## config.mk

```make
export PLATFORM = sky130hd
export DESIGN_NAME = set_assoc_cache_tag_lru_controller_unit
export DESIGN_NICKNAME = d
export VERILOG_FILES = /design/src/sv/sacl_pkg.sv /design/src/sv/sacl_way_select.sv /design/src/sv/set_assoc_cache_tag_lru_controller_unit.sv
export SDC_FILE = /design/constraint.sdc
export NUM_CORES = 2
export LEC_CHECK = 0
export BUFFER_PORTS_ARGS = -buffer_cell sky130_fd_sc_hd__buf_4
export CORE_MARGIN = 2
export CORE_UTILIZATION = 25
export CTS_BUF_LIST = sky130_fd_sc_hd__clkbuf_4 sky130_fd_sc_hd__clkbuf_8
export CTS_CLUSTER_DIAMETER = 60
export CTS_CLUSTER_SIZE = 25
export DETAILED_ROUTE_END_ITERATION = 10
export PLACE_DENSITY = 0.42
export SETUP_SLACK_MARGIN = 0.15
export SLEW_MARGIN = 20
export SYNTH_ARGS = -nofsm -noshare
export SYNTH_HDL_FRONTEND = slang
export SYNTH_HIERARCHICAL = 1
export SYNTH_SLANG_ARGS = --single-unit
```

## constraint.sdc

```tcl
create_clock -name i_clk -period 21.8 [get_ports i_clk]
set_clock_uncertainty 0.1 [all_clocks]
set_input_delay 4.36 -clock i_clk [delete_from_list [all_inputs] [get_ports i_clk]]
set_output_delay 4.36 -clock i_clk [all_outputs]
set_load 0.02 [all_outputs]
```

## src/sv/sacl_pkg.sv

```systemverilog
// Shared types and constants of the cache tag and replacement controller.
// Used by sacl_way_select and set_assoc_cache_tag_lru_controller_unit.
`timescale 1ns / 1ps
`default_nettype none

package sacl_pkg;

    localparam int DATA_W    = 32;
    localparam int WAY_IDX_W = 4;

    typedef enum logic {
        CMD_LOAD  = 1'b0,
        CMD_STORE = 1'b1
    } t_cmd;

    typedef struct packed {
        logic                 hit;
        logic                 writeback;
        logic [WAY_IDX_W-1:0] way;
    } t_sacl_dec;

    typedef struct packed {
        logic              pad;
        logic [DATA_W-1:0] store_data;
        logic [DATA_W-1:0] victim_block_address;
        logic              writeback_needed;
        logic              fill_needed;
        logic [5:0]        byte_offset;
        logic [3:0]        set_index;
        logic [1:0]        way_used;
        logic              hit;
    } t_sacl_out_beat;

endpackage

`default_nettype wire

```

## src/sv/sacl_way_select.sv

```systemverilog
// Tag compare, way choice and recency rank update for one set.
// Depends on sacl_pkg for the decision struct.
`timescale 1ns / 1ps
`default_nettype none

module sacl_way_select
    import sacl_pkg::*;
#(
    parameter int NUM_WAYS = 4,
    parameter int WAY_W    = 2,
    parameter int TAG_W    = 22
) (
    input  wire logic [TAG_W-1:0]                i_tag,
    input  wire logic [NUM_WAYS-1:0][TAG_W-1:0]  i_tag_row,
    input  wire logic [NUM_WAYS-1:0]             i_valid,
    input  wire logic [NUM_WAYS-1:0]             i_dirty,
    input  wire logic [NUM_WAYS-1:0][WAY_W-1:0]  i_rank,
    output t_sacl_dec                            o_dec,
    output logic [NUM_WAYS-1:0][WAY_W-1:0]       o_rank_next
);

    logic             w_hit;
    logic             w_any_inv;
    logic [WAY_W-1:0] w_hit_way;
    logic [WAY_W-1:0] w_inv_way;
    logic [WAY_W-1:0] w_lru_way;
    logic [WAY_W-1:0] w_way;
    logic [WAY_W-1:0] w_old_rank;

    always_comb begin
        w_hit     = 1'b0;
        w_any_inv = 1'b0;
        w_hit_way = '0;
        w_inv_way = '0;
        w_lru_way = '0;
        for (int w = NUM_WAYS - 1; w >= 0; w--) begin
            if (i_valid[w] && (i_tag_row[w] == i_tag)) begin
                w_hit     = 1'b1;
                w_hit_way = WAY_W'(w);
            end
            if (!i_valid[w]) begin
                w_any_inv = 1'b1;
                w_inv_way = WAY_W'(w);
            end
            if (i_rank[w] == '0) begin
                w_lru_way = WAY_W'(w);
            end
        end
    end

    always_comb begin
        if (w_hit) begin
            w_way = w_hit_way;
        end else if (w_any_inv) begin
            w_way = w_inv_way;
        end else begin
            w_way = w_lru_way;
        end
        o_dec.hit       = w_hit;
        o_dec.writeback = !w_hit && !w_any_inv && i_dirty[w_lru_way];
        o_dec.way       = WAY_IDX_W'(w_way);
    end

    // The touched way becomes the most recent; ranks above its old rank move down.
    always_comb begin
        w_old_rank = i_rank[w_way];
        for (int w = 0; w < NUM_WAYS; w++) begin
            if (WAY_W'(w) == w_way) begin
                o_rank_next[w] = WAY_W'(NUM_WAYS - 1);
            end else if (i_rank[w] > w_old_rank) begin
                o_rank_next[w] = i_rank[w] - 1'b1;
            end else begin
                o_rank_next[w] = i_rank[w];
            end
        end
    end

endmodule

`default_nettype wire

```

## src/sv/set_assoc_cache_tag_lru_controller_unit.sv

```systemverilog
// Top level of the set-associative write-back cache tag and LRU controller.
// Depends on sacl_pkg and sacl_way_select.
//
// The slave stream carries one access per beat: tuser holds the command
// (load or store) and tdata holds the byte address and the store word. The
// master stream returns one result beat per access with the hit flag, the
// way used, set and byte offset, fill and writeback flags, the victim block
// address and the echoed command and store word.
// Tags live in one synchronous memory and valid, dirty and recency ranks in
// a second one, one row per set. An accepted beat reads both rows into
// registers; the lookup state then decides the way and writes the metadata
// row back, and the tag row on a miss. The result is registered and offered
// on the master stream, and no new beat is accepted until the access has left
// the lookup state.
// After reset the metadata memory is cleared one set per cycle, and
// s_axis_tready stays low until every set is cleared.
// A waiting result does not block the next beat from being accepted. When
// the receiver stalls with a result still held, the following access waits
// in its lookup cycle and no state is written until its result can be stored.
`timescale 1ns / 1ps
`default_nettype none

module set_assoc_cache_tag_lru_controller_unit
    import sacl_pkg::*;
#(
    parameter int NUM_SETS    = 16,
    parameter int NUM_WAYS    = 4,
    parameter int BLOCK_BYTES = 64,
    parameter int ADDR_BITS   = 32
) (
    input  wire logic         i_clk,
    input  wire logic         i_rst_n,
    input  wire logic         s_axis_tvalid,
    output logic              s_axis_tready,
    // [31:0] address, [63:32] write_data
    input  wire logic [63:0]  s_axis_tdata,
    // [0] command
    input  wire logic [0:0]   s_axis_tuser,
    output logic              m_axis_tvalid,
    input  wire logic         m_axis_tready,
    // [0] hit, [2:1] way_used, [6:3] set_index, [12:7] byte_offset,
    // [13] fill_needed, [14] writeback_needed, [46:15] victim_block_address,
    // [78:47] store_data, [79] zero
    output logic [79:0]       m_axis_tdata,
    // [0] is_store
    output logic [0:0]        m_axis_tuser
);

    localparam int EFF_A     = (ADDR_BITS < DATA_W) ? ADDR_BITS : DATA_W;
    localparam int OFF_W     = $clog2(BLOCK_BYTES);
    localparam int SET_BITS  = $clog2(NUM_SETS);
    localparam int SET_IDX_W = (SET_BITS > 0) ? SET_BITS : 1;
    localparam int WAY_W     = (NUM_WAYS > 1) ? $clog2(NUM_WAYS) : 1;
    localparam int TAG_RAW   = EFF_A - OFF_W - SET_BITS;
    localparam int TAG_W     = (TAG_RAW > 0) ? TAG_RAW : 1;

    typedef struct packed {
        logic [NUM_WAYS-1:0]            valid;
        logic [NUM_WAYS-1:0]            dirty;
        logic [NUM_WAYS-1:0][WAY_W-1:0] rank;
    } t_meta;

    typedef logic [NUM_WAYS-1:0][TAG_W-1:0] t_tag_row;

    typedef enum logic [1:0] {
        ST_CLEAR,
        ST_IDLE,
        ST_LOOKUP
    } t_state;

    t_tag_row r_tag_mem [NUM_SETS];
    t_meta    r_meta_mem [NUM_SETS];

    t_state               r_state;
    logic [SET_IDX_W-1:0] r_clr_idx;
    t_tag_row             r_tag_rd;
    t_meta                r_meta_rd;
    logic                 r_cmd;
    logic [SET_IDX_W-1:0] r_set;
    logic [TAG_W-1:0]     r_tag;
    logic [OFF_W-1:0]     r_off;
    logic [DATA_W-1:0]    r_wdata;
    logic                 r_out_valid;
    t_sacl_out_beat       r_out;
    logic                 r_out_cmd;

    logic [EFF_A-1:0]               w_addr;
    logic [EFF_A-1:0]               w_blk;
    logic [SET_IDX_W-1:0]           w_set;
    logic [TAG_W-1:0]               w_tag;
    logic                           w_in_acc;
    logic                           w_out_free;
    logic                           w_commit;
    t_sacl_dec                      w_dec;
    logic [WAY_W-1:0]               w_way;
    logic [NUM_WAYS-1:0][WAY_W-1:0] w_rank_next;
    t_meta                          w_meta_upd;
    t_meta                          w_meta_rst;
    t_tag_row                       w_tag_upd;
    logic [EFF_A-1:0]               w_victim;
    t_sacl_out_beat                 w_beat;
    logic                           w_meta_we;
    logic [SET_IDX_W-1:0]           w_meta_wa;
    t_meta                          w_meta_wd;

    assign w_addr = s_axis_tdata[EFF_A-1:0];
    assign w_blk  = w_addr >> OFF_W;
    assign w_set  = SET_IDX_W'(w_blk & EFF_A'(NUM_SETS - 1));
    assign w_tag  = TAG_W'(w_blk >> SET_BITS);

    assign s_axis_tready = (r_state == ST_IDLE);
    assign w_in_acc      = s_axis_tvalid && s_axis_tready;
    assign w_out_free    = !r_out_valid || m_axis_tready;
    assign w_commit      = (r_state == ST_LOOKUP) && w_out_free;

    sacl_way_select #(
        .NUM_WAYS (NUM_WAYS),
        .WAY_W    (WAY_W),
        .TAG_W    (TAG_W)
    ) u_way_select (
        .i_tag       (r_tag),
        .i_tag_row   (r_tag_rd),
        .i_valid     (r_meta_rd.valid),
        .i_dirty     (r_meta_rd.dirty),
        .i_rank      (r_meta_rd.rank),
        .o_dec       (w_dec),
        .o_rank_next (w_rank_next)
    );

    assign w_way = w_dec.way[WAY_W-1:0];

    always_comb begin
        w_meta_rst.valid = '0;
        w_meta_rst.dirty = '0;
        for (int w = 0; w < NUM_WAYS; w++) begin
            w_meta_rst.rank[w] = WAY_W'(w);
        end
    end

    always_comb begin
        w_meta_upd       = r_meta_rd;
        w_meta_upd.rank  = w_rank_next;
        w_meta_upd.valid[w_way] = 1'b1;
        if (w_dec.hit) begin
            w_meta_upd.dirty[w_way] = r_meta_rd.dirty[w_way] || (r_cmd == CMD_STORE);
        end else begin
            w_meta_upd.dirty[w_way] = (r_cmd == CMD_STORE);
        end
        w_tag_upd        = r_tag_rd;
        w_tag_upd[w_way] = r_tag;
    end

    always_comb begin
        w_victim = '0;
        if (w_dec.writeback) begin
            w_victim = ((EFF_A'(r_tag_rd[w_way]) << SET_BITS) | EFF_A'(r_set)) << OFF_W;
        end
        w_beat.pad                  = 1'b0;
        w_beat.store_data           = r_wdata;
        w_beat.victim_block_address = DATA_W'(w_victim);
        w_beat.writeback_needed     = w_dec.writeback;
        w_beat.fill_needed          = !w_dec.hit;
        w_beat.byte_offset          = 6'(r_off);
        w_beat.set_index            = 4'(r_set);
        w_beat.way_used             = 2'(w_way);
        w_beat.hit                  = w_dec.hit;
    end

    always_comb begin
        w_meta_we = 1'b0;
        w_meta_wa = r_set;
        w_meta_wd = w_meta_upd;
        if (w_commit) begin
            w_meta_we = 1'b1;
        end else if (r_state == ST_CLEAR) begin
            w_meta_we = 1'b1;
            w_meta_wa = r_clr_idx;
            w_meta_wd = w_meta_rst;
        end
    end

    always_ff @(posedge i_clk) begin
        if (w_in_acc) begin
            r_tag_rd  <= r_tag_mem[w_set];
            r_meta_rd <= r_meta_mem[w_set];
        end
        if (w_commit && !w_dec.hit) begin
            r_tag_mem[r_set] <= w_tag_upd;
        end
        if (w_meta_we) begin
            r_meta_mem[w_meta_wa] <= w_meta_wd;
        end
    end

    always_ff @(posedge i_clk) begin
        if (!i_rst_n) begin
            r_state     <= ST_CLEAR;
            r_clr_idx   <= '0;
            r_out_valid <= 1'b0;
        end else begin
            case (r_state)
                ST_CLEAR: begin
                    r_clr_idx <= r_clr_idx + 1'b1;
                    if (r_clr_idx == SET_IDX_W'(NUM_SETS - 1)) begin
                        r_state <= ST_IDLE;
                    end
                end
                ST_IDLE: begin
                    if (w_in_acc) begin
                        r_state <= ST_LOOKUP;
                    end
                end
                ST_LOOKUP: begin
                    if (w_commit) begin
                        r_state <= ST_IDLE;
                    end
                end
                default: begin
                    r_state <= ST_IDLE;
                end
            endcase
            if (w_commit) begin
                r_out_valid <= 1'b1;
            end else if (m_axis_tready) begin
                r_out_valid <= 1'b0;
            end
        end
        if (w_in_acc) begin
            r_cmd   <= s_axis_tuser[0];
            r_set   <= w_set;
            r_tag   <= w_tag;
            r_off   <= w_addr[OFF_W-1:0];
            r_wdata <= s_axis_tdata[63:32];
        end
        if (w_commit) begin
            r_out     <= w_beat;
            r_out_cmd <= r_cmd;
        end
    end

    assign m_axis_tvalid   = r_out_valid;
    assign m_axis_tdata    = r_out;
    assign m_axis_tuser[0] = r_out_cmd;

`ifndef NO_ASSERTIONS
    a_accept_enters_lookup: assert property (@(posedge i_clk) disable iff (!i_rst_n)
        w_in_acc |=> (r_state == ST_LOOKUP))
        else $error("accepted beat did not enter lookup");

    a_stall_holds_lookup: assert property (@(posedge i_clk) disable iff (!i_rst_n)
        (r_state == ST_LOOKUP) && !w_out_free |=> (r_state == ST_LOOKUP))
        else $error("lookup left while result register was full");

    a_fill_is_miss: assert property (@(posedge i_clk) disable iff (!i_rst_n)
        r_out_valid |-> (r_out.fill_needed != r_out.hit))
        else $error("fill flag disagrees with hit flag");

    a_writeback_only_on_miss: assert property (@(posedge i_clk) disable iff (!i_rst_n)
        r_out_valid && r_out.writeback_needed |-> !r_out.hit)
        else $error("writeback reported on a hit");

    a_victim_zero_when_clean: assert property (@(posedge i_clk) disable iff (!i_rst_n)
        r_out_valid && !r_out.writeback_needed |-> (r_out.victim_block_address == '0))
        else $error("victim address set without writeback");
`endif

endmodule

`default_nettype wire
```

Yosys cells after proc, flatten, opt, wreduce, memory -nomap -nowiden. Memory sizes are Yosys's and may differ from the RTL's. A register that Yosys moved wholly into a read port is not among the register bits. Index checks and enable logic that the tools add are counted.

Register bits: 152. RAM bits: 1664. Input port bits: 69. Output and inout bits: 83. Word-level logic and storage cells: 132. Memories: 2.

$add $sub $neg: 5. $lt $le $gt $ge: 7. Eq/ne operators: 13. Muxes and demuxes: 62. Bitwise gates (word level): 2. Reductions and logical operators: 23.

Memory list: r_tag_mem (words 16, width 88, rd ports 1, clocked after Yosys merged registers in 1, wr ports 1, RTL line set_assoc_cache_tag_lru_controller_unit.sv:71) `t_tag_row r_tag_mem [NUM_SETS];`; r_meta_mem (words 16, width 16, rd ports 1, clocked after Yosys merged registers in 1, wr ports 1, RTL line set_assoc_cache_tag_lru_controller_unit.sv:72) `t_meta r_meta_mem [NUM_SETS];`.

Operators with widths (count): bitwise mux 88 bit (1); == test 22 bit (4); two-way mux 2 bit (26); binary-select mux 22 bit (select 2 bit) (1); demux 22 bit (select 2 bit) (1); two-way mux 22 bit (2); two-way mux 16 bit (2); bitwise OR 26 x 4 -> 26 bit (1); two-way mux 1 bit (19); zero test 2 bit (6); two-way mux 4 bit (3); logical AND 1 bit (10); bitwise mux 4 bit (2); greater-than comparator 2 bit (4); subtractor 2 x 1 -> 2 bit, second input constant (4); less-than comparator 2 x 3 -> 1 bit, second input constant (2); one-hot mux 2 bit (3 select lines) (1); adder 4 x 1 -> 4 bit, second input constant (1); binary-select mux 1 bit (select 2 bit) (2); binary-select mux 2 bit (select 2 bit) (1); == test 2 bit, first input constant (2); == test 4 bit, second input constant (1); inequality test 2 x 1 -> 1 bit, second input constant (2); bitwise OR 4 bit (1); 10 further kinds (13).

Logic depth before layout (Yosys ltp).
Depth after elaboration: 15. Gate-level depth with buffers: 16. Depth with buffers taken out: 16.

Hierarchy. Netlist, hierarchy kept.

By module, submodules not included: set_assoc_cache_tag_lru_controller_unit (instances 1, cells an instance 3089, area an instance 72037.8 sq um, seq. area each 57405.1 sq um); sacl_way_select (instances 1, cells an instance 207, area an instance 1597.8 sq um, seq. area each 0.0 sq um).

Least setup slack after synthesis. OpenSTA, ideal clock, no wires.

Path type: input-to-reg. Start: in m_axis_tready. End: mem r_tag_mem[0][0] (netlist name), enable pin. Library setup time: 0.751 ns. Data arrival time: 13.068 ns. Data required time: 20.949 ns. Setup slack: 7.881 ns. Cell stages on the path: 3. Buffers on the path: 0. Path through: nand2b_1 -> nand4b_1 -> nor4_1.

Word-level cells in the longest chain between the ends: 5.

Ends and longest elaborated chain: start, declared (RTL line set_assoc_cache_tag_lru_controller_unit.sv:40) `input wire logic m_axis_tready,`; logical OR 1 bit (RTL line set_assoc_cache_tag_lru_controller_unit.sv:113) `assign w_out_free = !r_out_valid || m_axis_tready;`; logical AND 1 bit (RTL line set_assoc_cache_tag_lru_controller_unit.sv:114) `assign w_commit = (r_state == ST_LOOKUP) && w_out_free;`; logical AND 1 bit (RTL line set_assoc_cache_tag_lru_controller_unit.sv:187) `if (w_commit && !w_dec.hit) begin`; two-way mux 1 bit (RTL line set_assoc_cache_tag_lru_controller_unit.sv:187); two-way mux 1 bit (not written as such) (RTL line set_assoc_cache_tag_lru_controller_unit.sv:188) `r_tag_mem[r_set] <= w_tag_upd;`; end, declared (RTL line set_assoc_cache_tag_lru_controller_unit.sv:71).

No other way between the ends.

==> metrics.md <==
| Metric | Value |
|---|---|
| Status | completed |
| Final worst setup slack | roughly 14 ns |
| Final period utilization | 0.347 |
| CTS Buf Count | around 160 |
| H-tree levels | 4 |
| Crit path from | s_axis_tdata[6] |
| Fin. max-slew vios | 0 |
| CP peak stage delay | 0.78 ns |
| Worst-path maximum fanout | 64 |
| Ys Warns | 6 |
| Area occupied by registers | about 0.057 mm^2 |
| Most frequent CP cell | buf_4 |
| Filler cells | approximately 29,000 |
| Root buffer cell | clkbuf_8 |
| PD cells | between 70 and 80 mW/mm^2 |
| Peak Freq | 0.132 GHz |
| 1st-iter DRT viols | around 3,000 |
| Die Area | roughly 0.30 mm^2 |
| HP Class | reg2reg |
| CTS Hold Bufs | 0 |
| CP delay by family, top | buffers and inverters |
| Post-route setup TNS | 0 ns |
| Via density | approximately 4.6 |
| Crit path capture type | register |
| Crit path time final | about 7.6 ns |
| Placed cells | just over 7,000 |
| Total Routing Usage GR | 0.138 |
| Layout cells sized above 1 | 0.300 |
| Vias in the first global route | roughly 36,000 |
| Post-DP HPWL | around 110,000 um |
| Post-Layout Cell Count | 7,569 |
| Core Box Area | just under 0.3 mm^2 |
| Worst vdd rail ir drop | ~42 uV |
| Syn avg cell area | 22.4 um^2 |
| CP cell instances | buf_8, buf_4, buf_4, buf_4, mux4_2, a22oi_1, nand2_1 |
| Die Ht | about 550 um |
| Clk sink count | 1,914 |
| Wire length of the first global-routing pass | 295,000 um |
| CTS resizes | 0 |
| Multi-input gate area | roughly 0.016 mm^2 |
| Grt total ovfl | 0 |
| Synth Cell Area | ~0.074 mm^2 |
| Final wirelength | ~210,000 um |
| CP Class | in2reg |
| CTS tree | done |
| Util after Layout | 0.285 |
| DRC viols | 0 |
| RSZ-0062 raised after global routing | no |
| Crit start category | input pin |
| CTS max path bufs | 4 |
| Die W | ~550 um |
| Initial antenna violation count | 10 |
| Initial core utilization | 0.251 |
| CP bufs+invs | 4 |
| Number of port buffers | ~140 |
| Crit path required time | around 22 ns |
| Area delta synth->final | 13.7% |
| LEAKAGE | ~25 nW |
| Worst EP arrival | about 8.2 ns |
| Critical path's slowest cell | buf_4 |
| Final GP Congestion | ~0.7 |
| Post-CTS Setup Repair Bufs | 0 |
| Total power | between 6 and 7 mW |
| Final net count | between 3,000 and 4,000 |
| Reg clk slew, reported paths | roughly 0.12 ns |
| Largest net degree at the start of global routing | between 90 and 100 |
| Hold wc startpoint | r_wdata[10] |
| Final Hold Fails | 0 |
| Synth Instances | between 3,000 and 4,000 |
| Final setup fails | 0 |
| Max_slew headroom | 0.272 |
| # IOs | 152 |
| Rows | about 200 |
| Reg-to-reg critical path startpoint | r_tag[5] |
| 1st-pass router iterations | 8 |
| Via count | roughly 34,000 |
| Pre-CTS setup slack | about 13 ns |
| Worst Tran Pin Value | between 1 and 1.5 ns |
| Drt wl/cell | 27.7 um |
| # Max-Cap Violations | 0 |
| Final ANT Viol Nets | 0 |
| Worst-Skew Late Latency | approximately 1.0 ns |
final timing paths:
| check | to | slack (ns) | cells after the start |
|---|---|---|---|
| worst max-delay path | r_tag_rd[42] | 14.23 | 7 |
| worst min-delay path | m_axis_tdata[57] | 0.31 | 0 |
| worst max register to register | r_meta_mem[9][8] | 15.59 | 10 |
| worst min register to register | m_axis_tdata[57] | 0.31 | 0 |
area by class of cell:
class,count,share of cell area
clock inverter,126,0.0181
tap,3919,0.0586
multi-input combinational,1192,0.186
sequential,1914,0.686
timing repair buffer,223,0.0226
clock buffer,173,0.0280
inverter,17,0.000792
antenna,5,0.000150
metal layers:
layer	wire, um	part of all wire	vias to the layer above	GRT usage
li1	-	-	14300	-
met1	97300	0.46	19200	0.198
met2	100000	0.48	785	0.224
met3	9030	0.043	211	0.0189
met4	3610	0.017	2	0.0253
met5	8	0.000038	-	0
flip-flops by register name, indices dropped and copies added (netlist names):
signal / cells
m_axis_tdata: 73
m_axis_tuser: 1
m_axis_tvalid: 1
r_clr_idx: 4
r_cmd: 1
r_meta_mem: 256
r_meta_rd: 16
r_off: 6
r_set: 4
r_state: 2
r_tag: 22
r_tag_mem: 1408
r_tag_rd: 88
r_wdata: 32
per-stage QoR:
| stage | cell area, um^2 | hold WS (ns) |
|---|---|---|
| after global routing | 83700 | 0.321 |
| after floorplan | 73600 | 0.300 |
| after global placement | 79800 | 0.300 |
| after CTS | 83700 | 0.311 |
| final | 83700 | 0.311 |
| after detailed placement | 79800 | 0.305 |
layout by cell type (no fill, tap or decap), types with 11 or more instances in the layout:
master and count:
nand2_1 127, mux2_2 91, nand4_1 16, inv_6 27
bufinv_16 18, inv_8 16, inv_1 16, a22oi_1 208
clkbuf_8 167, nor2_1 20, buf_4 205, ha_1 13
buf_12 16, nor2_4 13, clkinv_4 13, nor4_2 11
clkinv_2 12, xnor2_1 41, clkinv_1 12, nor4_1 12
clkinvlp_4 14, nand2b_1 11, mux4_2 438, edfxtp_1 1907
xor2_1 53, and2_1 30
power by group:
part | total, mW | internal, mW | switching (mW)
combinational | 0.214 | 0.0959 | 0.118
clock | 2.41 | 1.02 | 1.40
sequential | 4.00 | 4.00 | 0.00272
total | 6.63 | 5.11 | 1.52
No activity file was read; power rests on OpenSTA's default activity.
